File: config.mk
export PLATFORM = sky130hd
export DESIGN_NAME = sorted_set_table
export DESIGN_NICKNAME = d
export VERILOG_FILES = /design/src/sv/sst_pkg.sv /design/src/sv/sst_entry_ram.sv /design/src/sv/sst_key_cmp.sv /design/src/sv/sorted_set_table.sv
export SDC_FILE = /design/constraint.sdc
export NUM_CORES = 2
export LEC_CHECK = 0
export ABC_CLOCK_PERIOD_IN_PS = 4700
export BUFFER_PORTS_ARGS = -buffer_cell sky130_fd_sc_hd__buf_2
export CAP_MARGIN = 10
export CORE_UTILIZATION = 35
export DETAILED_ROUTE_END_ITERATION = 12
export GPL_TIMING_DRIVEN = 0
export SLEW_MARGIN = 20
export SYNTH_ARGS = -nofsm -noshare
export SYNTH_HDL_FRONTEND = slang
export SYNTH_SLANG_ARGS = --single-unit
File: constraint.sdc
create_clock -name clk -period 4.7 [get_ports clk]
set_input_delay 0.47 -clock clk [delete_from_list [all_inputs] [get_ports clk]]
set_output_delay 0.47 -clock clk [all_outputs]
set_load 0.1 [all_outputs]
File: src/sv/sst_pkg.sv
// ============================================================================
// sst_pkg: shared types and constants of the sorted set table
// Field widths, operation and status codes, and the compare result type.
// ============================================================================
`default_nettype none

package sst_pkg;

    localparam int KEY_W    = 32;
    localparam int OP_W     = 2;
    localparam int STATUS_W = 4;
    localparam int COUNT_W  = 6;
    localparam int LIMIT_W  = 6;

    localparam logic [LIMIT_W-1:0] LIMIT_RESET = 6'd32;

    localparam logic [OP_W-1:0] OP_INSERT = 2'd0;
    localparam logic [OP_W-1:0] OP_REMOVE = 2'd1;
    localparam logic [OP_W-1:0] OP_SEARCH = 2'd2;
    localparam logic [OP_W-1:0] OP_DUMP   = 2'd3;

    localparam logic [STATUS_W-1:0] ST_INSERTED  = 4'd0;
    localparam logic [STATUS_W-1:0] ST_DUPLICATE = 4'd1;
    localparam logic [STATUS_W-1:0] ST_FULL      = 4'd2;
    localparam logic [STATUS_W-1:0] ST_REMOVED   = 4'd3;
    localparam logic [STATUS_W-1:0] ST_NOT_FOUND = 4'd4;
    localparam logic [STATUS_W-1:0] ST_FOUND     = 4'd5;
    localparam logic [STATUS_W-1:0] ST_ABSENT    = 4'd6;
    localparam logic [STATUS_W-1:0] ST_ENTRY     = 4'd7;
    localparam logic [STATUS_W-1:0] ST_EMPTY     = 4'd8;

    typedef struct packed {
        logic less;
        logic equal;
    } cmp_t;

endpackage

`default_nettype wire

File: src/sv/sst_entry_ram.sv
// ============================================================================
// sst_entry_ram: key storage of the sorted set table
// One write port and one read port; the read data is registered.
// ============================================================================
`default_nettype none

module sst_entry_ram #(
    parameter int DEPTH = 32,
    parameter int AW    = 5
) (
    input  wire logic                     clk,
    input  wire logic                     rd_en,
    input  wire logic [AW-1:0]            rd_addr,
    output logic      [sst_pkg::KEY_W-1:0] rd_data,
    input  wire logic                     wr_en,
    input  wire logic [AW-1:0]            wr_addr,
    input  wire logic [sst_pkg::KEY_W-1:0] wr_data
);
    import sst_pkg::*;

    logic [KEY_W-1:0] mem_reg [DEPTH];
    logic [KEY_W-1:0] rd_data_reg;

    always_ff @(posedge clk)
    begin
        if (wr_en)
        begin
            mem_reg[wr_addr] <= wr_data;
        end
        if (rd_en)
        begin
            rd_data_reg <= mem_reg[rd_addr];
        end
    end

    assign rd_data = rd_data_reg;

endmodule

`default_nettype wire

File: src/sv/sst_key_cmp.sv
// ============================================================================
// sst_key_cmp: signed key comparator
// Compares a stored entry with the operand key as signed Q16.16 values.
// ============================================================================
`default_nettype none

module sst_key_cmp (
    input  wire logic signed [sst_pkg::KEY_W-1:0] entry,
    input  wire logic signed [sst_pkg::KEY_W-1:0] key,
    output sst_pkg::cmp_t                         res
);
    import sst_pkg::*;

    always_comb
    begin
        res.less  = (entry < key);
        res.equal = (entry == key);
    end

endmodule

`default_nettype wire

File: src/sv/sorted_set_table.sv
// ============================================================================
// sorted_set_table: ascending table of distinct signed Q16.16 keys
// Insert, remove, search and dump over a sorted, duplicate-free key store.
// ============================================================================
//
// A command is transferred at a rising edge with start high and busy low;
// opcode selects insert, remove, search or dump and key carries the operand.
// busy stays high until the command has finished, so commands run one at a
// time. Each result appears for exactly one cycle with done high; the
// receiver cannot stall, so every result is taken as it is shown.
//
// The keys live in a single-port-read, single-port-write memory. A small
// sequencer walks it with one shared signed comparator: a scan finds the
// first entry not less than the key, then entries are moved one place per
// cycle to open or close a gap. The registered memory read sets the pace.
// At worst an insert runs the scan to the position, a decision step, the
// moves and the final write; a remove ends with its last move, and a
// search ends at the decision. A dump gives one result per cycle, and an
// empty table gives a single empty result in the cycle after the transfer.
//
// Reset empties the table and sets the capacity limit to 32; the memory
// itself is not cleared, since only positions below the fill are read.
// The limit may be written through cfg_we/cfg_wdata while the block is idle.
// ============================================================================
`default_nettype none

module sorted_set_table #(
    parameter int CAPACITY = 32
) (
    input  wire logic                                clk,
    input  wire logic                                rst_n,
    input  wire logic                                start,
    output logic                                     busy,
    input  wire logic        [sst_pkg::OP_W-1:0]     opcode,
    input  wire logic signed [sst_pkg::KEY_W-1:0]    key,
    input  wire logic                                cfg_we,
    input  wire logic        [sst_pkg::LIMIT_W-1:0]  cfg_wdata,
    output logic                                     done,
    output logic             [sst_pkg::STATUS_W-1:0] status,
    output logic signed      [sst_pkg::KEY_W-1:0]    entry_value,
    output logic             [sst_pkg::COUNT_W-1:0]  entry_count,
    output logic                                     last
);
    import sst_pkg::*;

    localparam int CW   = $clog2(CAPACITY + 1);
    localparam int AW   = (CAPACITY > 1) ? $clog2(CAPACITY) : 1;
    localparam int CMPW = (CW > LIMIT_W) ? CW : LIMIT_W;

    localparam logic [2:0] S_IDLE     = 3'd0;
    localparam logic [2:0] S_SCAN     = 3'd1;
    localparam logic [2:0] S_DECIDE   = 3'd2;
    localparam logic [2:0] S_SHIFT_UP = 3'd3;
    localparam logic [2:0] S_SHIFT_DN = 3'd4;
    localparam logic [2:0] S_PLACE    = 3'd5;
    localparam logic [2:0] S_DUMP     = 3'd6;

    logic [2:0]          state_reg, state_next;
    logic [OP_W-1:0]     op_reg, op_next;
    logic [KEY_W-1:0]    key_reg, key_next;
    logic [CW-1:0]       pos_reg, pos_next;
    logic                hit_reg, hit_next;
    logic [CW-1:0]       idx_reg, idx_next;
    logic [CW-1:0]       count_reg, count_next;
    logic [LIMIT_W-1:0]  limit_reg;

    logic                done_reg, done_next;
    logic [STATUS_W-1:0] status_reg, status_next;
    logic [KEY_W-1:0]    value_reg, value_next;
    logic [COUNT_W-1:0]  ecount_reg, ecount_next;
    logic                last_reg, last_next;

    logic                rd_en;
    logic [CW-1:0]       rd_idx;
    logic                wr_en;
    logic [CW-1:0]       wr_idx;
    logic [KEY_W-1:0]    wr_data;
    logic [KEY_W-1:0]    rd_data;
    cmp_t                cmp;
    logic                full;
    logic [CW-1:0]       idx_inc;
    logic [CW-1:0]       idx_inc2;
    logic [CW-1:0]       idx_dec;

    sst_entry_ram #(
        .DEPTH (CAPACITY),
        .AW    (AW)
    ) u_ram (
        .clk     (clk),
        .rd_en   (rd_en),
        .rd_addr (rd_idx[AW-1:0]),
        .rd_data (rd_data),
        .wr_en   (wr_en),
        .wr_addr (wr_idx[AW-1:0]),
        .wr_data (wr_data)
    );

    sst_key_cmp u_cmp (
        .entry (rd_data),
        .key   (key_reg),
        .res   (cmp)
    );

    // The table is full once the fill reaches either the written limit or
    // the physical capacity, whichever is the smaller.
    assign full = (CMPW'(count_reg) >= CMPW'(limit_reg)) ||
                  (count_reg == CW'(CAPACITY));

    assign idx_inc  = CW'(idx_reg + 1'b1);
    assign idx_inc2 = CW'(idx_reg + 2'd2);
    assign idx_dec  = CW'(idx_reg - 1'b1);

    always_comb
    begin
        state_next  = state_reg;
        op_next     = op_reg;
        key_next    = key_reg;
        pos_next    = pos_reg;
        hit_next    = hit_reg;
        idx_next    = idx_reg;
        count_next  = count_reg;
        done_next   = 1'b0;
        status_next = status_reg;
        value_next  = '0;
        last_next   = 1'b0;
        rd_en       = 1'b0;
        rd_idx      = '0;
        wr_en       = 1'b0;
        wr_idx      = '0;
        wr_data     = key_reg;

        case (state_reg)
            S_IDLE:
            begin
                if (start)
                begin
                    op_next  = opcode;
                    key_next = key;
                    idx_next = '0;
                    rd_en    = 1'b1;
                    rd_idx   = '0;
                    if (count_reg == '0)
                    begin
                        if (opcode == OP_DUMP)
                        begin
                            done_next   = 1'b1;
                            status_next = ST_EMPTY;
                            last_next   = 1'b1;
                        end
                        else
                        begin
                            // Nothing to scan: the key would go at the front.
                            pos_next   = '0;
                            hit_next   = 1'b0;
                            state_next = S_DECIDE;
                        end
                    end
                    else if (opcode == OP_DUMP)
                    begin
                        state_next = S_DUMP;
                    end
                    else
                    begin
                        state_next = S_SCAN;
                    end
                end
            end

            S_SCAN:
            begin
                if (cmp.less)
                begin
                    if (idx_inc == count_reg)
                    begin
                        pos_next   = count_reg;
                        hit_next   = 1'b0;
                        state_next = S_DECIDE;
                    end
                    else
                    begin
                        idx_next = idx_inc;
                        rd_en    = 1'b1;
                        rd_idx   = idx_inc;
                    end
                end
                else
                begin
                    pos_next   = idx_reg;
                    hit_next   = cmp.equal;
                    state_next = S_DECIDE;
                end
            end

            S_DECIDE:
            begin
                case (op_reg)
                    OP_INSERT:
                    begin
                        if (hit_reg)
                        begin
                            done_next   = 1'b1;
                            status_next = ST_DUPLICATE;
                            last_next   = 1'b1;
                            state_next  = S_IDLE;
                        end
                        else if (full)
                        begin
                            done_next   = 1'b1;
                            status_next = ST_FULL;
                            last_next   = 1'b1;
                            state_next  = S_IDLE;
                        end
                        else if (pos_reg == count_reg)
                        begin
                            wr_en       = 1'b1;
                            wr_idx      = pos_reg;
                            count_next  = CW'(count_reg + 1'b1);
                            done_next   = 1'b1;
                            status_next = ST_INSERTED;
                            last_next   = 1'b1;
                            state_next  = S_IDLE;
                        end
                        else
                        begin
                            idx_next   = count_reg;
                            rd_en      = 1'b1;
                            rd_idx     = CW'(count_reg - 1'b1);
                            state_next = S_SHIFT_UP;
                        end
                    end

                    OP_REMOVE:
                    begin
                        if (!hit_reg)
                        begin
                            done_next   = 1'b1;
                            status_next = ST_NOT_FOUND;
                            last_next   = 1'b1;
                            state_next  = S_IDLE;
                        end
                        else if (CW'(pos_reg + 1'b1) == count_reg)
                        begin
                            count_next  = CW'(count_reg - 1'b1);
                            done_next   = 1'b1;
                            status_next = ST_REMOVED;
                            last_next   = 1'b1;
                            state_next  = S_IDLE;
                        end
                        else
                        begin
                            idx_next   = pos_reg;
                            rd_en      = 1'b1;
                            rd_idx     = CW'(pos_reg + 1'b1);
                            state_next = S_SHIFT_DN;
                        end
                    end

                    default:
                    begin
                        done_next   = 1'b1;
                        status_next = hit_reg ? ST_FOUND : ST_ABSENT;
                        last_next   = 1'b1;
                        state_next  = S_IDLE;
                    end
                endcase
            end

            S_SHIFT_UP:
            begin
                // idx_reg is the destination; the entry below it is on rd_data.
                wr_en   = 1'b1;
                wr_idx  = idx_reg;
                wr_data = rd_data;
                if (idx_dec == pos_reg)
                begin
                    state_next = S_PLACE;
                end
                else
                begin
                    idx_next = idx_dec;
                    rd_en    = 1'b1;
                    rd_idx   = CW'(idx_reg - 2'd2);
                end
            end

            S_PLACE:
            begin
                wr_en       = 1'b1;
                wr_idx      = pos_reg;
                count_next  = CW'(count_reg + 1'b1);
                done_next   = 1'b1;
                status_next = ST_INSERTED;
                last_next   = 1'b1;
                state_next  = S_IDLE;
            end

            S_SHIFT_DN:
            begin
                // idx_reg is the destination; the entry above it is on rd_data.
                wr_en   = 1'b1;
                wr_idx  = idx_reg;
                wr_data = rd_data;
                if (idx_inc2 == count_reg)
                begin
                    count_next  = CW'(count_reg - 1'b1);
                    done_next   = 1'b1;
                    status_next = ST_REMOVED;
                    last_next   = 1'b1;
                    state_next  = S_IDLE;
                end
                else
                begin
                    idx_next = idx_inc;
                    rd_en    = 1'b1;
                    rd_idx   = idx_inc2;
                end
            end

            S_DUMP:
            begin
                done_next   = 1'b1;
                status_next = ST_ENTRY;
                value_next  = rd_data;
                if (idx_inc == count_reg)
                begin
                    last_next  = 1'b1;
                    state_next = S_IDLE;
                end
                else
                begin
                    idx_next = idx_inc;
                    rd_en    = 1'b1;
                    rd_idx   = idx_inc;
                end
            end

            default:
            begin
                state_next = S_IDLE;
            end
        endcase

        ecount_next = done_next ? COUNT_W'(count_next) : ecount_reg;
    end

    always_ff @(posedge clk or negedge rst_n)
    begin
        if (!rst_n)
        begin
            state_reg <= S_IDLE;
            count_reg <= '0;
            limit_reg <= LIMIT_RESET;
            done_reg  <= 1'b0;
        end
        else
        begin
            state_reg <= state_next;
            count_reg <= count_next;
            done_reg  <= done_next;
            if (cfg_we)
            begin
                limit_reg <= cfg_wdata;
            end
        end
    end

    always_ff @(posedge clk)
    begin
        op_reg     <= op_next;
        key_reg    <= key_next;
        pos_reg    <= pos_next;
        hit_reg    <= hit_next;
        idx_reg    <= idx_next;
        status_reg <= status_next;
        value_reg  <= value_next;
        ecount_reg <= ecount_next;
        last_reg   <= last_next;
    end

    assign busy        = (state_reg != S_IDLE);
    assign done        = done_reg;
    assign status      = status_reg;
    assign entry_value = value_reg;
    assign entry_count = ecount_reg;
    assign last        = last_reg;

    // The fill never grows beyond the physical capacity.
    a_count_bound: assert property (@(posedge clk) disable iff (!rst_n)
        count_reg <= CW'(CAPACITY))
        else $error("fill count exceeds capacity");

    // A result that is not the last of its command belongs to a running dump.
    a_more_follows: assert property (@(posedge clk) disable iff (!rst_n)
        (done && !last) |-> (busy && status == ST_ENTRY))
        else $error("non-final result outside a dump");

    // A transferred command either starts work or answers at once.
    a_accept_progress: assert property (@(posedge clk) disable iff (!rst_n)
        (start && !busy) |=> (busy || done))
        else $error("command transferred but neither running nor answered");

    // Only dump entries carry a key value.
    a_value_zero: assert property (@(posedge clk) disable iff (!rst_n)
        (done && status != ST_ENTRY) |-> (entry_value == '0))
        else $error("entry value set on a non-entry result");

endmodule

`default_nettype wire

==> metrics <==
flops & latches, synth 1162; CP Class flop to flop; total power 20.50 mW; main area contributors after synthesis edfxtp_1 (70%), nand2_1 (3.2%), mux2i_1 (2.8%); drt total wl 144.3 mm; WHS 0.2121 ns; routed len/inst 25.48 µm; Initial Utilization 35.22%; skew final 0.04956 ns; Final setup violation count 0; Slew HR 31.29%; mux share of post-synthesis cell area 2.883%; Hold EP limit_reg[5]; Die Y 371.0 µm; initial drt markers 3567; Sink Count 1162; Synth Area in Simple Gates 7.740%; reg2reg end u_ram.mem_reg[8][24]; Final Hold Fails 0; Vias/cell 5.570; setup tns final 0 ns; CTS tree built; Syn Std Cell Area 0.04765 mm²; Synth Area in Adders 1.260%; final period utilization 99.88%; Root Buffer clkbuf_16; r2r setup slk 0.006 ns; Worst R2R Start count_reg[0]; max FFs per register 1024; drt drc 0; pre-CTS setup slack -2.265 ns; status completed; Slew Limit Fails 0; Tmin final 4.694 ns; Cells after Synth 3364; post-synth top area share 70.13%; FFs w/ async S/R, synth 1.377%; remaining antenna violation count 0; largest family of logic cells by synthesized area compound AO/OA/AOI/OAI gates; Hold Startpoint cfg_we; LEAKAGE 17.47 nW; # rows 135; All-Layer GR Usage 20.48%; power density over the cells 345.4 mW/mm²; r2r worst-path depth 14; MaxCap Viol Count 0; Finished Core Util 43.87%; crit start category flop; Worst-path clk slew 0.06 ns; Mean Syn Cell Area 14.17 µm²; fin cells 5666; vias 31561; Ys Warns 0; Post-DP Area 0.05239 mm²; Worst-Skew Late Latency 0.73 ns; register area share after synthesis 72.36%; post-route cell area 0.05936 mm²; vias in the first global route 30522; area grow syn2layout 24.56%; PortBufs 88; Fillers 11885; grt total ovfl 0; RePlAce Congestion 0.9176; hpwl dp 101.6 mm; unrepaired setup endpoints after global routing true; core area 0.1353 mm²; clock buffer depth 3; CTS Buf Count 119; DIE WIDTH 371.0 µm; nets 3877; setup ws final 0.005850 ns; # IOs 89; layout cell share with drive strength beyond 1 22.58%; hold depth 4; CP Max Fanout 23; 1st-pass router iterations 6; critical path arrival 5.12 ns; Post-Syn Nets 3456; critical path required time 5.13 ns; number of synthesized flops with an enable pin 1113; Achievable Freq 213.0 MHz; Synth area leader edfxtp_1; largest net degree at the start of global routing 33; Hold WC Path Type primary input to flop; ys flop type edfxtp_1; Max VDD drop 0.0003056 V; initial antenna violation count 6; synth unique cells 78; die area 0.1376 mm²; measured slew at the worst slew-check pin 1.031 ns; CP Capture Type flop; xor/xnor share of the synthesized area 0.8743%; dpl cells 5302; first-pass GRT wire length 207.2 mm; compound-gate portion of the synthesized area 12.26%; H-tree levels 3
## timing repair
item | CTS | global route
endpoints found under the hold margin | 56 | 0
hold buffers | 42 | 0
setup endpoints to repair | 1084 | 820
resized for setup | 323 | 192
pin swaps | 41 | 37
gates cloned | 0 | 0
setup buffers | 77 | 31
## cell usage in the layout (no fill, tap or decap), drive strengths merged, types with 4 or more instances in the layout
cell type	count
edfxtp	1113
nand2	404
buf	338
clkbuf	318
a21oi	171
and3	164
o21ai	163
a211oi	162
mux2i	135
a221oi	132
nor2	113
a31oi	103
nand3	58
clkinv	56
inv	55
ha	48
dlygate4sd3	42
a22oi	36
dfxtp	33
o2111ai	33
xor2	23
xnor2	22
nand2b	17
dfrtp	15
nor3	11
bufinv	10
nand4	9
o211ai	9
nor2b	7
o221ai	6
clkinvlp	4
o22ai	4
a21o	4
a211o	4
a22o	4
nor4	4
a21boi	4
## report_power, final
part           switching (mW)  internal (mW)  total, mW  leakage [nW]
sequential            0.00179           11.2       11.2          7.42
combinational          0.0314         0.0439     0.0753          8.20
clock                    4.04           5.21       9.25          1.84
total                    4.07           16.4       20.5          17.5
## worst max-delay path: stages (launching register included)
cell        delay [ns]
dfrtp_2           0.39
clkbuf_8          0.19
clkinvlp_4        0.19
ha_1              0.32
nand2b_1          0.14
a2111o_1          0.46
a21oi_4           0.28
nor2b_2           0.37
nand2_1           0.21
nor3_1            0.17
o21ai_0           0.11
o21ai_0           0.33
nand2b_2          0.49
nor2_4            0.47
buf_12            0.24
## worst max path at each step
stage,from,to,slack [ns],cells past startpoint
detailed placement,count_reg[0],u_ram.rd_data[29],-2.27,17
floorplan,count_reg[0],u_ram.mem_reg[19][0],-0.46,13
finish,count_reg[0],u_ram.mem_reg[8][24],0.006,14
global placement,count_reg[0],u_ram.mem_reg[18][27],-3.34,12
global route,count_reg[0],u_ram.mem_reg[8][12],-0.12,14
CTS,count_reg[1],u_ram.rd_data[6],0.0008,19
## area by class of cell
type                            instances  area (µm²)  area share (%)
Clock inverter                         73       716.9           1.208
Inverter                               52       205.2          0.3457
Clock buffer                          147        3083           5.194
Antenna cell                            1       2.502        0.004216
Timing Repair Buffer                  307        3264           5.499
Sequential cell                      1162       34490           58.10
Multi-Input combinational cell       1898       13970           23.53
Buffer                                245        1409           2.373
Tap cell                             1781        2228           3.754
## layer usage
metal / part of all wire, % / GRT usage, % / routed length, µm
met1: 40 / 27.35 / 58140
met2: 48 / 34.23 / 69690
met3: 8.4 / 3.014 / 12110
met4: 3.0 / 6.489 / 4393
met5: 0 / 0 / 0
## cells in the mapped netlist (4+ instances only)
library cell / number
nand4_1: 9
a31oi_1: 103
o221ai_1: 6
nand2b_1: 17
a221oi_2: 8
o21ai_0: 126
clkbuf_1: 180
a22oi_1: 36
xor2_1: 23
nand2_1: 403
a21oi_1: 171
a211o_1: 4
nor4_1: 4
nor2_1: 112
o211ai_1: 8
and3_1: 164
buf_2: 54
xnor2_1: 22
o21ai_1: 36
mux2i_1: 135
dfrtp_1: 15
nor3_1: 11
buf_1: 12
a21o_1: 4
a22o_1: 4
o22ai_1: 4
a211oi_1: 162
o2111ai_1: 33
edfxtp_1: 1113
nor2b_1: 7
dfxtp_1: 33
nand3_1: 58
inv_1: 51
a221oi_1: 124
ha_1: 48
buf_6: 4
## cell families after synthesis
kind of cell	after synthesis
AO/OA/AOI/OAI	862
XOR/XNOR	46
adder cells (fa/ha/maj)	48
buffers and inverters	304
flip-flops	1162
multiplexers	137
AND/OR/NAND/NOR	805
No activity file was read; power rests on OpenSTA's default activity.
